===== src/rtl/core/ritp_pkg.sv =====
// Shared types and constants of the radix integer text parser.
package ritp_pkg;

   // Width of the internal character counter; the reported index is its low 16 bits.
   localparam int INDEX_BITS = 16;

   localparam logic [5:0] RADIX_MAX   = 6'd36;
   localparam logic [5:0] RADIX_RESET = 6'd10;
   localparam logic [5:0] RADIX_ONE   = 6'd1;
   localparam logic [5:0] RADIX_AUTO  = 6'd0;
   localparam logic [5:0] BASE_BIN    = 6'd2;
   localparam logic [5:0] BASE_OCT    = 6'd8;
   localparam logic [5:0] BASE_DEC    = 6'd10;
   localparam logic [5:0] BASE_HEX    = 6'd16;
   localparam logic [5:0] NOT_DIGIT   = 6'd63;

   localparam logic [7:0] CH_ZERO     = 8'h30;
   localparam logic [7:0] CH_NINE     = 8'h39;
   localparam logic [7:0] CH_LC_A     = 8'h61;
   localparam logic [7:0] CH_LC_Z     = 8'h7A;
   localparam logic [7:0] CH_UC_A     = 8'h41;
   localparam logic [7:0] CH_UC_Z     = 8'h5A;
   localparam logic [7:0] CH_LC_A_OFS = 8'h57; // 'a' - 10
   localparam logic [7:0] CH_UC_A_OFS = 8'h37; // 'A' - 10
   localparam logic [7:0] CH_MINUS    = 8'h2D;
   localparam logic [7:0] CH_SPACE    = 8'h20;
   localparam logic [7:0] CH_TAB      = 8'h09;
   localparam logic [7:0] CH_CR       = 8'h0D;
   localparam logic [7:0] CH_LC_X     = 8'h78;
   localparam logic [7:0] CH_UC_X     = 8'h58;
   localparam logic [7:0] CH_LC_B     = 8'h62;

   localparam logic [1:0] STATUS_OK        = 2'd0;
   localparam logic [1:0] STATUS_MINUS_REJ = 2'd1;
   localparam logic [1:0] STATUS_BAD_RADIX = 2'd2;

   localparam int CSR_INDEX_BITS = 2;
   localparam int CSR_DATA_BITS  = 6;
   localparam logic [CSR_INDEX_BITS-1:0] CSR_RADIX       = 2'd0;
   localparam logic [CSR_INDEX_BITS-1:0] CSR_SIGNED_MODE = 2'd1;

   typedef enum logic [2:0] {
      PH_DONE,
      PH_LEAD,
      PH_AFTER_SIGN,
      PH_ZERO,
      PH_DIGITS
   } phase_type;

   typedef struct packed {
      logic [7:0] ch;
      logic       start_req;
   } req_type;

   typedef struct packed {
      logic [63:0] value;
      logic [15:0] end_index;
      logic [1:0]  status;
   } rsp_type;

   typedef struct packed {
      logic [5:0] radix;
      logic       signed_mode;
   } cfg_type;

endpackage


===== src/rtl/core/ritp_csr.sv =====
// Configuration registers of the radix integer text parser.
module ritp_csr (
   input  logic                                   clock,
   input  logic                                   reset,
   input  logic                                   csr_valid,
   output logic                                   csr_ready,
   input  logic [ritp_pkg::CSR_INDEX_BITS-1:0]    csr_index,
   input  logic [ritp_pkg::CSR_DATA_BITS-1:0]     csr_wdata,
   output ritp_pkg::cfg_type                      cfg
);

   logic [5:0] radix_ff, radix_in;
   logic       signed_mode_ff, signed_mode_in;

   assign csr_ready = 1'b1;

   always_comb begin
      radix_in       = radix_ff;
      signed_mode_in = signed_mode_ff;
      if (csr_valid) begin
         case (csr_index)
            ritp_pkg::CSR_RADIX:       radix_in       = csr_wdata[5:0];
            ritp_pkg::CSR_SIGNED_MODE: signed_mode_in = csr_wdata[0];
            default: ;
         endcase
      end
   end

   always_ff @(posedge clock) begin
      if (reset) begin
         radix_ff       <= ritp_pkg::RADIX_RESET;
         signed_mode_ff <= 1'b1;
      end else begin
         radix_ff       <= radix_in;
         signed_mode_ff <= signed_mode_in;
      end
   end

   assign cfg.radix       = radix_ff;
   assign cfg.signed_mode = signed_mode_ff;

endmodule


===== src/rtl/core/ritp_in_reg.sv =====
// Input request register of the radix integer text parser.
module ritp_in_reg (
   input  logic              clock,
   input  logic              reset,
   input  logic              req_valid,
   output logic              req_ready,
   input  ritp_pkg::req_type req_data,
   input  logic              consume,
   output logic              held_valid,
   output ritp_pkg::req_type held_data
);

   logic              valid_ff, valid_in;
   ritp_pkg::req_type data_ff;

   assign req_ready = !valid_ff || consume;

   always_comb begin
      if (req_valid && req_ready) begin
         valid_in = 1'b1;
      end else if (consume) begin
         valid_in = 1'b0;
      end else begin
         valid_in = valid_ff;
      end
   end

   always_ff @(posedge clock) begin
      if (reset) begin
         valid_ff <= 1'b0;
      end else begin
         valid_ff <= valid_in;
      end
   end

   always_ff @(posedge clock) begin
      if (req_valid && req_ready) begin
         data_ff <= req_data;
      end
   end

   assign held_valid = valid_ff;
   assign held_data  = data_ff;

endmodule


===== src/rtl/core/ritp_step.sv =====
// Parse state and per-character step logic of the radix integer text parser.
module ritp_step (
   input  logic              clock,
   input  logic              reset,
   input  logic              fire,
   input  ritp_pkg::req_type in_data,
   input  ritp_pkg::cfg_type cfg,
   output logic              emit,
   output ritp_pkg::rsp_type rsp
);

   typedef enum logic [1:0] {
      EM_NONE,
      EM_VALUE,
      EM_MINUS,
      EM_RADIX
   } emit_type;

   ritp_pkg::phase_type               phase_ff, phase_in;
   logic [63:0]                       acc_ff, acc_in;
   logic [5:0]                        base_ff, base_in;
   logic                              neg_ff, neg_in;
   logic [ritp_pkg::INDEX_BITS-1:0]   idx_ff, idx_in;
   emit_type                          kind;

   function automatic logic [5:0] digit_of(input logic [7:0] c);
      logic [7:0] d;
      d = 8'(ritp_pkg::NOT_DIGIT);
      if (c >= ritp_pkg::CH_ZERO && c <= ritp_pkg::CH_NINE) begin
         d = c - ritp_pkg::CH_ZERO;
      end else if (c >= ritp_pkg::CH_LC_A && c <= ritp_pkg::CH_LC_Z) begin
         d = c - ritp_pkg::CH_LC_A_OFS;
      end else if (c >= ritp_pkg::CH_UC_A && c <= ritp_pkg::CH_UC_Z) begin
         d = c - ritp_pkg::CH_UC_A_OFS;
      end
      return d[5:0];
   endfunction

   // Next state: start handling, phase decode, then at most one digit step.
   always_comb begin
      logic [7:0] c;
      logic [5:0] d;
      logic       take_first;
      logic       take_digit;
      logic       advance;

      c          = in_data.ch;
      d          = digit_of(c);
      take_first = 1'b0;
      take_digit = 1'b0;
      advance    = 1'b1;
      kind       = EM_NONE;
      phase_in   = phase_ff;
      acc_in     = acc_ff;
      base_in    = base_ff;
      neg_in     = neg_ff;
      idx_in     = idx_ff;

      if (in_data.start_req) begin
         acc_in  = '0;
         neg_in  = 1'b0;
         idx_in  = '0;
         base_in = cfg.radix;
         if (cfg.radix == ritp_pkg::RADIX_ONE || cfg.radix > ritp_pkg::RADIX_MAX) begin
            kind     = EM_RADIX;
            advance  = 1'b0;
            phase_in = ritp_pkg::PH_DONE;
         end else begin
            phase_in = ritp_pkg::PH_LEAD;
         end
      end

      if (kind == EM_NONE) begin
         case (phase_in)
            ritp_pkg::PH_LEAD: begin
               if (c == ritp_pkg::CH_SPACE ||
                   c inside {[ritp_pkg::CH_TAB:ritp_pkg::CH_CR]}) begin
                  // Leading whitespace is skipped.
               end else if (c == ritp_pkg::CH_MINUS) begin
                  if (!cfg.signed_mode) begin
                     kind     = EM_MINUS;
                     advance  = 1'b0;
                     phase_in = ritp_pkg::PH_DONE;
                  end else begin
                     neg_in   = 1'b1;
                     phase_in = ritp_pkg::PH_AFTER_SIGN;
                  end
               end else begin
                  take_first = 1'b1;
               end
            end
            ritp_pkg::PH_AFTER_SIGN: begin
               take_first = 1'b1;
            end
            ritp_pkg::PH_ZERO: begin
               if (c == ritp_pkg::CH_LC_X || c == ritp_pkg::CH_UC_X) begin
                  base_in  = ritp_pkg::BASE_HEX;
                  phase_in = ritp_pkg::PH_DIGITS;
               end else if (c == ritp_pkg::CH_LC_B) begin
                  base_in  = ritp_pkg::BASE_BIN;
                  phase_in = ritp_pkg::PH_DIGITS;
               end else begin
                  take_digit = 1'b1;
               end
            end
            ritp_pkg::PH_DIGITS: begin
               take_digit = 1'b1;
            end
            default: begin
               // No string active: the character is dropped.
               advance = 1'b0;
            end
         endcase
      end

      if (take_first) begin
         if (base_in == ritp_pkg::RADIX_AUTO) begin
            if (c == ritp_pkg::CH_ZERO) begin
               base_in  = ritp_pkg::BASE_OCT;
               phase_in = ritp_pkg::PH_ZERO;
            end else begin
               base_in    = ritp_pkg::BASE_DEC;
               take_digit = 1'b1;
            end
         end else begin
            take_digit = 1'b1;
         end
      end

      if (take_digit) begin
         if (d < base_in) begin
            acc_in   = 64'(acc_in * {58'd0, base_in}) + {58'd0, d};
            phase_in = ritp_pkg::PH_DIGITS;
         end else begin
            kind     = EM_VALUE;
            advance  = 1'b0;
            phase_in = ritp_pkg::PH_DONE;
         end
      end

      if (advance && idx_in != '1) begin
         idx_in = idx_in + 1'b1;
      end
   end

   // Outputs: the result that this character produces, if any.
   always_comb begin
      emit          = (kind != EM_NONE);
      rsp.value     = '0;
      rsp.end_index = '0;
      rsp.status    = ritp_pkg::STATUS_OK;
      case (kind)
         EM_VALUE: begin
            rsp.value     = neg_in ? (~acc_in + 64'd1) : acc_in;
            rsp.end_index = 16'(idx_in);
         end
         EM_MINUS: rsp.status = ritp_pkg::STATUS_MINUS_REJ;
         EM_RADIX: rsp.status = ritp_pkg::STATUS_BAD_RADIX;
         default: ;
      endcase
   end

   always_ff @(posedge clock) begin
      if (reset) begin
         phase_ff <= ritp_pkg::PH_DONE;
         acc_ff   <= '0;
         base_ff  <= '0;
         neg_ff   <= 1'b0;
         idx_ff   <= '0;
      end else if (fire) begin
         phase_ff <= phase_in;
         acc_ff   <= acc_in;
         base_ff  <= base_in;
         neg_ff   <= neg_in;
         idx_ff   <= idx_in;
      end
   end

endmodule


===== src/rtl/core/ritp_out_reg.sv =====
// Result register of the radix integer text parser.
module ritp_out_reg (
   input  logic              clock,
   input  logic              reset,
   input  logic              load,
   input  ritp_pkg::rsp_type load_data,
   output logic              has_room,
   output logic              rsp_valid,
   input  logic              rsp_ready,
   output ritp_pkg::rsp_type rsp_data
);

   logic              valid_ff, valid_in;
   ritp_pkg::rsp_type data_ff;

   assign has_room = !valid_ff || rsp_ready;

   always_comb begin
      if (load) begin
         valid_in = 1'b1;
      end else if (rsp_ready) begin
         valid_in = 1'b0;
      end else begin
         valid_in = valid_ff;
      end
   end

   always_ff @(posedge clock) begin
      if (reset) begin
         valid_ff <= 1'b0;
      end else begin
         valid_ff <= valid_in;
      end
   end

   always_ff @(posedge clock) begin
      if (load) begin
         data_ff <= load_data;
      end
   end

   assign rsp_valid = valid_ff;
   assign rsp_data  = data_ff;

endmodule


===== src/rtl/core/radix_integer_text_parse_top.sv =====
// Top level of the radix integer text parser: one character per request.
// The request is held in the input register, and its result in the result register on rsp_.
// Throughput: one request per cycle, unless a result waits for a full result register.
// A request that produces no result needs no room in the result register.
// Reset (synchronous, active high) empties both registers, parks the parser idle,
// and sets radix to 10 and signed mode on.
module radix_integer_text_parse_top (
   input  logic                                clock,
   input  logic                                reset,
   input  logic                                req_valid,
   output logic                                req_ready,
   input  ritp_pkg::req_type                   req_data,
   output logic                                rsp_valid,
   input  logic                                rsp_ready,
   output ritp_pkg::rsp_type                   rsp_data,
   input  logic                                csr_valid,
   output logic                                csr_ready,
   input  logic [ritp_pkg::CSR_INDEX_BITS-1:0] csr_index,
   input  logic [ritp_pkg::CSR_DATA_BITS-1:0]  csr_wdata
);

   ritp_pkg::cfg_type cfg;
   ritp_pkg::req_type held_data;
   ritp_pkg::rsp_type step_rsp;
   logic              held_valid;
   logic              emit;
   logic              has_room;
   logic              fire;

   // The held request is processed when it yields no result, or when the
   // result register is empty or being drained in this same cycle.
   assign fire = held_valid && (!emit || has_room);

   ritp_csr u_csr (
      .clock     (clock),
      .reset     (reset),
      .csr_valid (csr_valid),
      .csr_ready (csr_ready),
      .csr_index (csr_index),
      .csr_wdata (csr_wdata),
      .cfg       (cfg)
   );

   ritp_in_reg u_in_reg (
      .clock      (clock),
      .reset      (reset),
      .req_valid  (req_valid),
      .req_ready  (req_ready),
      .req_data   (req_data),
      .consume    (fire),
      .held_valid (held_valid),
      .held_data  (held_data)
   );

   ritp_step u_step (
      .clock   (clock),
      .reset   (reset),
      .fire    (fire),
      .in_data (held_data),
      .cfg     (cfg),
      .emit    (emit),
      .rsp     (step_rsp)
   );

   ritp_out_reg u_out_reg (
      .clock     (clock),
      .reset     (reset),
      .load      (fire && emit),
      .load_data (step_rsp),
      .has_room  (has_room),
      .rsp_valid (rsp_valid),
      .rsp_ready (rsp_ready),
      .rsp_data  (rsp_data)
   );

endmodule

===== config.mk =====
export PLATFORM = sky130hd
export DESIGN_NAME = radix_integer_text_parse_top
export DESIGN_NICKNAME = d
export VERILOG_FILES = /design/src/rtl/core/ritp_pkg.sv /design/src/rtl/core/ritp_csr.sv /design/src/rtl/core/ritp_in_reg.sv /design/src/rtl/core/ritp_step.sv /design/src/rtl/core/ritp_out_reg.sv /design/src/rtl/core/radix_integer_text_parse_top.sv
export SDC_FILE = /design/constraint.sdc
export NUM_CORES = 1
export LEC_CHECK = 0
export BUFFER_PORTS_ARGS = -buffer_cell sky130_fd_sc_hd__buf_4
export CELL_PAD_IN_SITES_DETAIL_PLACEMENT = 0
export CELL_PAD_IN_SITES_GLOBAL_PLACEMENT = 1
export CORE_UTILIZATION = 44
export CTS_CLUSTER_SIZE = 12
export DETAILED_ROUTE_END_ITERATION = 12
export HOLD_SLACK_MARGIN = 0.1
export PLACE_DENSITY = 0.77
export SETUP_SLACK_MARGIN = 0.5
export SLEW_MARGIN = 20
export SYNTH_ARGS = -nofsm -noshare
export SYNTH_HDL_FRONTEND = slang
export SYNTH_SLANG_ARGS = --single-unit

===== constraint.sdc =====
create_clock -name clock -period 8.4 [get_ports clock]
set_input_delay 1.68 -clock clock [delete_from_list [all_inputs] [get_ports clock]]
set_output_delay 1.68 -clock clock [all_outputs]
set_load 0.05 [all_outputs]

**After elaboration in Yosys (flattened, before gate mapping)**

Cells that the tools add are included.

- Equality and inequality tests: 16
- Reduce and logical (&&, ||, !) cells: 26
- Multiplexer cells: 71
- Multipliers: 1
- Magnitude comparators: 10
- Bitwise operators: 1
- $add $sub $neg: 6

Operators by type and width:

| operator | count |
|---|---|
| 2-to-1 mux 64 bit | 4 |
| adder 64 x 1 -> 64 bit (second input constant) | 1 |
| adder 64 x 6 -> 64 bit | 1 |
| multiplier 64 x 6 -> 64 bit | 1 |
| inverter 64 bit | 1 |
| 2-to-1 mux 6 bit | 10 |
| 2-to-1 mux 3 bit | 11 |
| 2-to-1 mux 16 bit | 2 |
| 2-to-1 mux 1 bit | 28 |
| equality test 8 x 6 -> 1 bit (second input constant) | 3 |
| equality test 8 x 7 -> 1 bit (second input constant) | 3 |
| 2-to-1 mux 2 bit | 11 |
| adder 16 x 1 -> 16 bit (second input constant) | 1 |
| greater-or-equal comparator 8 x 7 -> 1 bit (second input constant) | 2 |
| less-or-equal comparator 8 x 7 -> 1 bit (second input constant) | 2 |
| inequality test 16 bit (second input constant) | 1 |
| subtractor 6 bit (second input constant) | 2 |
| greater-or-equal comparator 8 x 4 -> 1 bit (second input constant) | 1 |
| greater-or-equal comparator 8 x 6 -> 1 bit (second input constant) | 1 |
| less-or-equal comparator 8 x 4 -> 1 bit (second input constant) | 1 |
| less-or-equal comparator 8 x 6 -> 1 bit (second input constant) | 1 |
| logical AND 1 bit | 8 |
| equality test 3 x 2 -> 1 bit (second input constant) | 2 |
| equality test 6 x 1 -> 1 bit (second input constant) | 1 |
| 17 further kinds | 32 |

- Word-level logic and storage cells: 145
- Input port bits: 22
- Bits in registers: 190
- Output and inout bits: 85

**Longest topological paths before layout**

- Depth in word-level cells: 20
- Depth in mapped cells: 34
- Mapped depth without buffers: 29

**Modules after synthesis**

Synthesis repeated with hierarchy kept, for this count alone.

- Cells, all modules: 2751
- Area total of the unflattened synthesis: 23157.2 sq um

By module, submodules not included:

| module | cells each | seq. area each (sq um) | area an instance (sq um) | times used |
|---|---|---|---|---|
| ritp_step | 2614 | 1801.7 | 19971.7 | 1 |
| ritp_out_reg | 86 | 2482.4 | 2508.7 | 1 |
| ritp_csr | 34 | 140.1 | 332.8 | 1 |
| ritp_in_reg | 14 | 290.3 | 325.3 | 1 |
| radix_integer_text_parse_top | 3 | 0.0 | 18.8 | 1 |

**Least setup slack after synthesis**

OpenSTA, ideal clock, no wires.

- Path kind: register -> register
- Start point: register u_in_reg.data_ff (netlist bit u_in_reg.held_data[0])
- End point: register u_out_reg.data_ff (netlist bit u_out_reg.rsp_data[80]), data pin
- Arrival: 8.258 ns
- Path buffers: 8
- Library setup time: 0.265 ns
- Data required time: 8.135 ns
- Path slack: -0.123 ns
- Period minus slack after synthesis: 8.523 ns
- Stages on the path, launching flop included: 30
- Path through: edfxtp_1 -> inv_1 -> clkbuf_1 -> buf_1 -> clkbuf_1 -> clkbuf_1 -> buf_1 -> clkbuf_1 -> buf_1 -> nand2_1 -> or2_2 -> fa_1 -> fa_1 -> inv_1 -> fa_1 -> fa_1 -> ha_1 -> buf_2 -> a21o_1 -> a31oi_2 -> a21boi_1 -> or3_1 -> a2111oi_2 -> and3_1 -> nor4b_2 -> o21bai_1 -> nand4b_4 -> nor3_2 -> a21oi_1 -> or3_1

- Word-level cells in the longest chain between the ends: 15
- Elaborated cells on any way between the ends: 45
- Classes of those cells: add/sub (2); mul (1); order compare (1); eq/ne (5); mux (33); bitwise (1); reduce/logical (2)

Ends and longest elaborated chain:

| item | line | text |
|---|---|---|
| from (decl) | ritp_in_reg.sv:14 | `ritp_pkg::req_type data_ff;` |
| from (signal assigned) | ritp_in_reg.sv:38 | `data_ff <= req_data;` |
| 2-to-1 mux 6 bit | ritp_step.sv:59 | `if (in_data.start_req) begin` |
| 2-to-1 mux 6 bit | ritp_step.sv:99 | `end else if (c == ritp_pkg::CH_LC_B) begin` |
| 2-to-1 mux 6 bit | ritp_step.sv:96 | `if (c == ritp_pkg::CH_LC_X \|\| c == ritp_pkg::CH_UC_X) begin` |
| 2-to-1 mux 6 bit | ritp_step.sv:74 | `case (phase_in)` |
| 2-to-1 mux 6 bit | ritp_step.sv:73 | `if (kind == EM_NONE) begin` |
| zero test 6 bit | ritp_step.sv:117 | `if (base_in == ritp_pkg::RADIX_AUTO) begin` |
| 2-to-1 mux 6 bit | ritp_step.sv:117 |  |
| 2-to-1 mux 6 bit | ritp_step.sv:116 | `if (take_first) begin` |
| multiplier 64 x 6 -> 64 bit | ritp_step.sv:132 | `acc_in = 64'(acc_in * {58'd0, base_in}) + {58'd0, d};` |
| adder 64 x 6 -> 64 bit | ritp_step.sv:132 |  |
| 2-to-1 mux 64 bit | ritp_step.sv:131 | `if (d < base_in) begin` |
| 2-to-1 mux 64 bit | ritp_step.sv:130 | `if (take_digit) begin` |
| inverter 64 bit | ritp_step.sv:154 | `rsp.value = neg_in ? (~acc_in + 64'd1) : acc_in;` |
| adder 64 x 1 -> 64 bit | ritp_step.sv:154 |  |
| 2-to-1 mux 64 bit | ritp_step.sv:154 |  |
| to (signal assigned) | ritp_out_reg.sv:38 | `data_ff <= load_data;` |
| to (decl) | ritp_out_reg.sv:14 | `ritp_pkg::rsp_type data_ff;` |

Several ways; a longest one is shown, not always the timed one.
A chain may end at the register's enable or synchronous reset.

**Worst setup path after layout**

- Start point: register u_in_reg.data_ff (netlist bit u_in_reg.held_data[1])
- End point: register u_out_reg.data_ff (netlist bit u_out_reg.rsp_data[80]), data pin

- Word-level cells in the longest chain between the ends: 15
- Elaborated cells on any way between the ends: 64
- Classes of those cells: add/sub (5); mul (1); order compare (9); eq/ne (7); mux (34); bitwise (1); reduce/logical (7)

Ends and longest elaborated chain:

| item |
|---|
| parallel branches: the longest is 15 deep, another holds multiplier 64 x 6 -> 64 bit |

Several ways; the timed one is not identified.

==> results_dict.tcl <==
set metrics [dict create \
    status "complete, no violations" \
    drc 0 \
    clk_pin_slew_ns 0.09 \
    netlist_area_um2 23100 \
    synth_ff_type "dfxtp_1" \
    ys_async_sr_fraction_pct 0 \
    fin_nets 3374 \
    grt_pass1_vias 21500 \
    maxCapViolCount 0 \
    reg2reg_from "u_in_reg.held_data[1]" \
    hold_ws_ns 0.461 \
    critPathKind "register to register" \
    hold_viol 0 \
    synth_top_area_share_pct 20.8 \
    r2r_slack_ns 0.56 \
    htree_levels 4 \
    synth-seq-cells 190 \
    worstMarginPinSlew_ns 0.914 \
    cp.buffers_inverters 6 \
    overflow 0 \
    cts.sinks 190 \
    std_cell_rows 83 \
    period_share_pct 93.4 \
    path_delay_family "adder cells" \
    antenna_found_initial 1 \
    ys_top_cells_by_count "589 x nor2_1, 263 x nand2_1, 240 x fa_1" \
    r2r-end "u_out_reg.rsp_data[80]" \
    dp_hpwl_um 61000 \
    ff2ff_path_depth 31 \
    setup_viol 0 \
    root_buffer "clkbuf_16" \
    hold_path_depth 2 \
    synthMuxAreaShare_pct 1.38 \
    gp_congestion 0.954 \
    synth_edf_count 91 \
    grt_setup_unrepaired "true" \
    ir_worst_vdd_v 0.000167 \
    start_util_pct 44.8 \
    drive_above_1_share_pct 21.5 \
    placed_cell_area_um2 25600 \
    crit_arrival_ns 8.07 \
    yosys.area_share.simple_pct 23.2 \
    die_width_um 231 \
    max_freq_mhz 128 \
    viasPerCell 6.08 \
    yosysMostFrequentCell "nor2_1" \
    grt_max_degree 72 \
    crit_path_end_kind "register" \
    leakage_nw 12.0 \
    synth-seq-area-share_pct 20.4 \
    cp-start-kind "register" \
    ys_top_cells_by_area "fa_1 21%, edfxtp_1 12%, nor2_1 9.6%" \
    grt_pass1_wl_um 124000 \
    syn_inst 2779 \
    clk_latency_ns 0.49 \
    numCtsBuffers 17 \
    hold-path-endpoint "u_step.acc_ff[41]" \
    setup_tns_ns 0 \
    fin_area_um2 28200 \
    cts_tree "built" \
    wl_um 81700 \
    hp-start "u_step.acc_ff[41]" \
    synth.distinct_cells 109 \
    slew_violations 0 \
    antennaDiodeCount 0 \
    wl_per_cell_um 22.3 \
    p_per_area_nw_per_um2 98.3 \
    syn_to_final_growth_pct 21.9 \
    ant_nets 0 \
    final_util_pct 54.6 \
    cp.required_ns 8.63 \
    clock_skew_ns 0.0194 \
    die_area_um2 53500 \
    syn_avg_cell_area_um2 8.32 \
    yosysTopAreaCell "fa_1" \
    io_buffers 105 \
    slew_headroom_pct 39.1 \
    clock_path_buffers 2 \
    yosys.area_share.xor_xnor_pct 3.89 \
    die_height_um 231 \
    synth_fa_ha_area_share_pct 28.6 \
    fin_crit_ns 7.84 \
    synth_top_family_by_area "adder cells" \
    coreArea_um2 51600 \
    hold_class "register to register" \
    report.power.total_mw 2.77 \
    vias 22300 \
    crit_slowest_cell "fa_1" \
    synth_compound_area_share_pct 18.2 \
    drt_iter0_drc 1902 \
    yosysWarnings 0 \
    firstDrtPassIters 7 \
    grt_use_total_pct 30.1 \
    io_pins 107 \
    syn-num-nets 3185 \
    crit_fanout 13 \
    critPathMaxStageDelay_ns 0.53 \
]
==> cell usage in the layout (no fill, tap or decap), drive strengths merged, types with 9 or more instances in the layout <==
cell,instances
a211oi,64
a21boi,10
a21o,33
a21oi,160
a22oi,12
a31oi,30
and2,14
and3,28
and4,10
buf,320
clkbuf,20
dfxtp,99
edfxtp,91
fa,240
ha,144
inv,107
mux2i,24
nand2,264
nand2b,24
nand3,55
nand4,34
nor2,590
nor2b,24
nor3,79
nor4,16
o2111ai,9
o211ai,20
o21a,21
o21ai,138
o21bai,10
o31a,9
o31ai,19
o41ai,10
or2,11
or3,21
xnor2,59
xor2,41
==> cell type report <==
class,instances,area [um^2]
Sequential cell,190,4710
Timing Repair Buffer,323,2630
Clock inverter,15,153
Inverter,100,385
Fill cell,4748,23400
Tap cell,680,851
Multi-Input combinational cell,2336,19000
Clock buffer,17,425
==> layer usage <==
| layer | routed length (um) | GRT usage, % | vias to the layer above | share of wire (%) |
|---|---|---|---|---|
| li1 | - | - | 10100 | - |
| met4 | 2690 | 10.0 | 2 | 3.3 |
| met5 | 7 | 0 | - | 0.0086 |
| met3 | 6090 | 3.63 | 154 | 7.5 |
| met1 | 35400 | 42.3 | 11000 | 43 |
| met2 | 37500 | 48.1 | 970 | 46 |
==> state kept, by name (all words and copies together), names as in the netlist, 3 cells and up <==
name,cells
u_step.base_ff,6
u_out_reg.rsp_data,82
u_csr.radix_ff,6
u_in_reg.held_data,9
u_step.acc_ff,64
u_step.idx_ff,16
u_step.phase_ff,3
==> per-stage QoR <==
stage | setup slack (ns) | instances
final | 0.558 | 3661
after detailed placement | -0.0632 | 3581
after CTS | 0.501 | 3623
after global placement | 0.0482 | 3581
after floorplan | 0.550 | 2779
after global routing | 0.383 | 3661
==> worst register-to-register path, delay by kind of cell, from the launching register on <==
kind,cells,cell delay [ns]
adders and majority gates,6,2.40
DFF,1,0.43
and+or+nand+nor,7,1.21
AOI/OAI and AO/OA,11,2.34
muxes,1,0.21
buffers and inverters,6,1.00
==> worst max-delay path by stage <==
stage	from	to	slack, ns	cells past startpoint
finish	u_in_reg.held_data[1]	u_out_reg.rsp_data[80]	0.56	31
global route	u_in_reg.held_data[1]	u_out_reg.rsp_data[74]	0.38	31
CTS	u_in_reg.held_data[2]	u_out_reg.rsp_data[74]	0.50	33
detailed placement	u_in_reg.held_data[6]	u_out_reg.rsp_data[74]	-0.06	30
global placement	u_in_reg.held_data[1]	u_out_reg.rsp_data[74]	0.05	30
floorplan	u_in_reg.held_data[1]	u_out_reg.rsp_data[80]	0.55	31
==> logic make-up (layout without fill, tap and decap cells) <==
family,Yosys count,in the layout
buffers and inverters,254,455
adders and majority gates,384,384
other,1,1
xor gates and xnor gates,101,101
DFF,190,190
and+or+nand+nor,1198,1198
AOI/OAI and AO/OA,620,621
muxes,31,31
==> power by group <==
| part | switching, mW | internal (mW) |
|---|---|---|
| sequential | 0.0215 | 1.00 |
| clock | 0.435 | 0.418 |
| combinational | 0.569 | 0.326 |
==> timing repair <==
action	in CTS	in global routing
pin swaps	13	105
resized for setup	66	273
buffers inserted	10	35
hold buffers	0	0
cloned	0	3
setup endpoints to repair	41	43
Note: power is estimated with default switching activity, not from simulation.
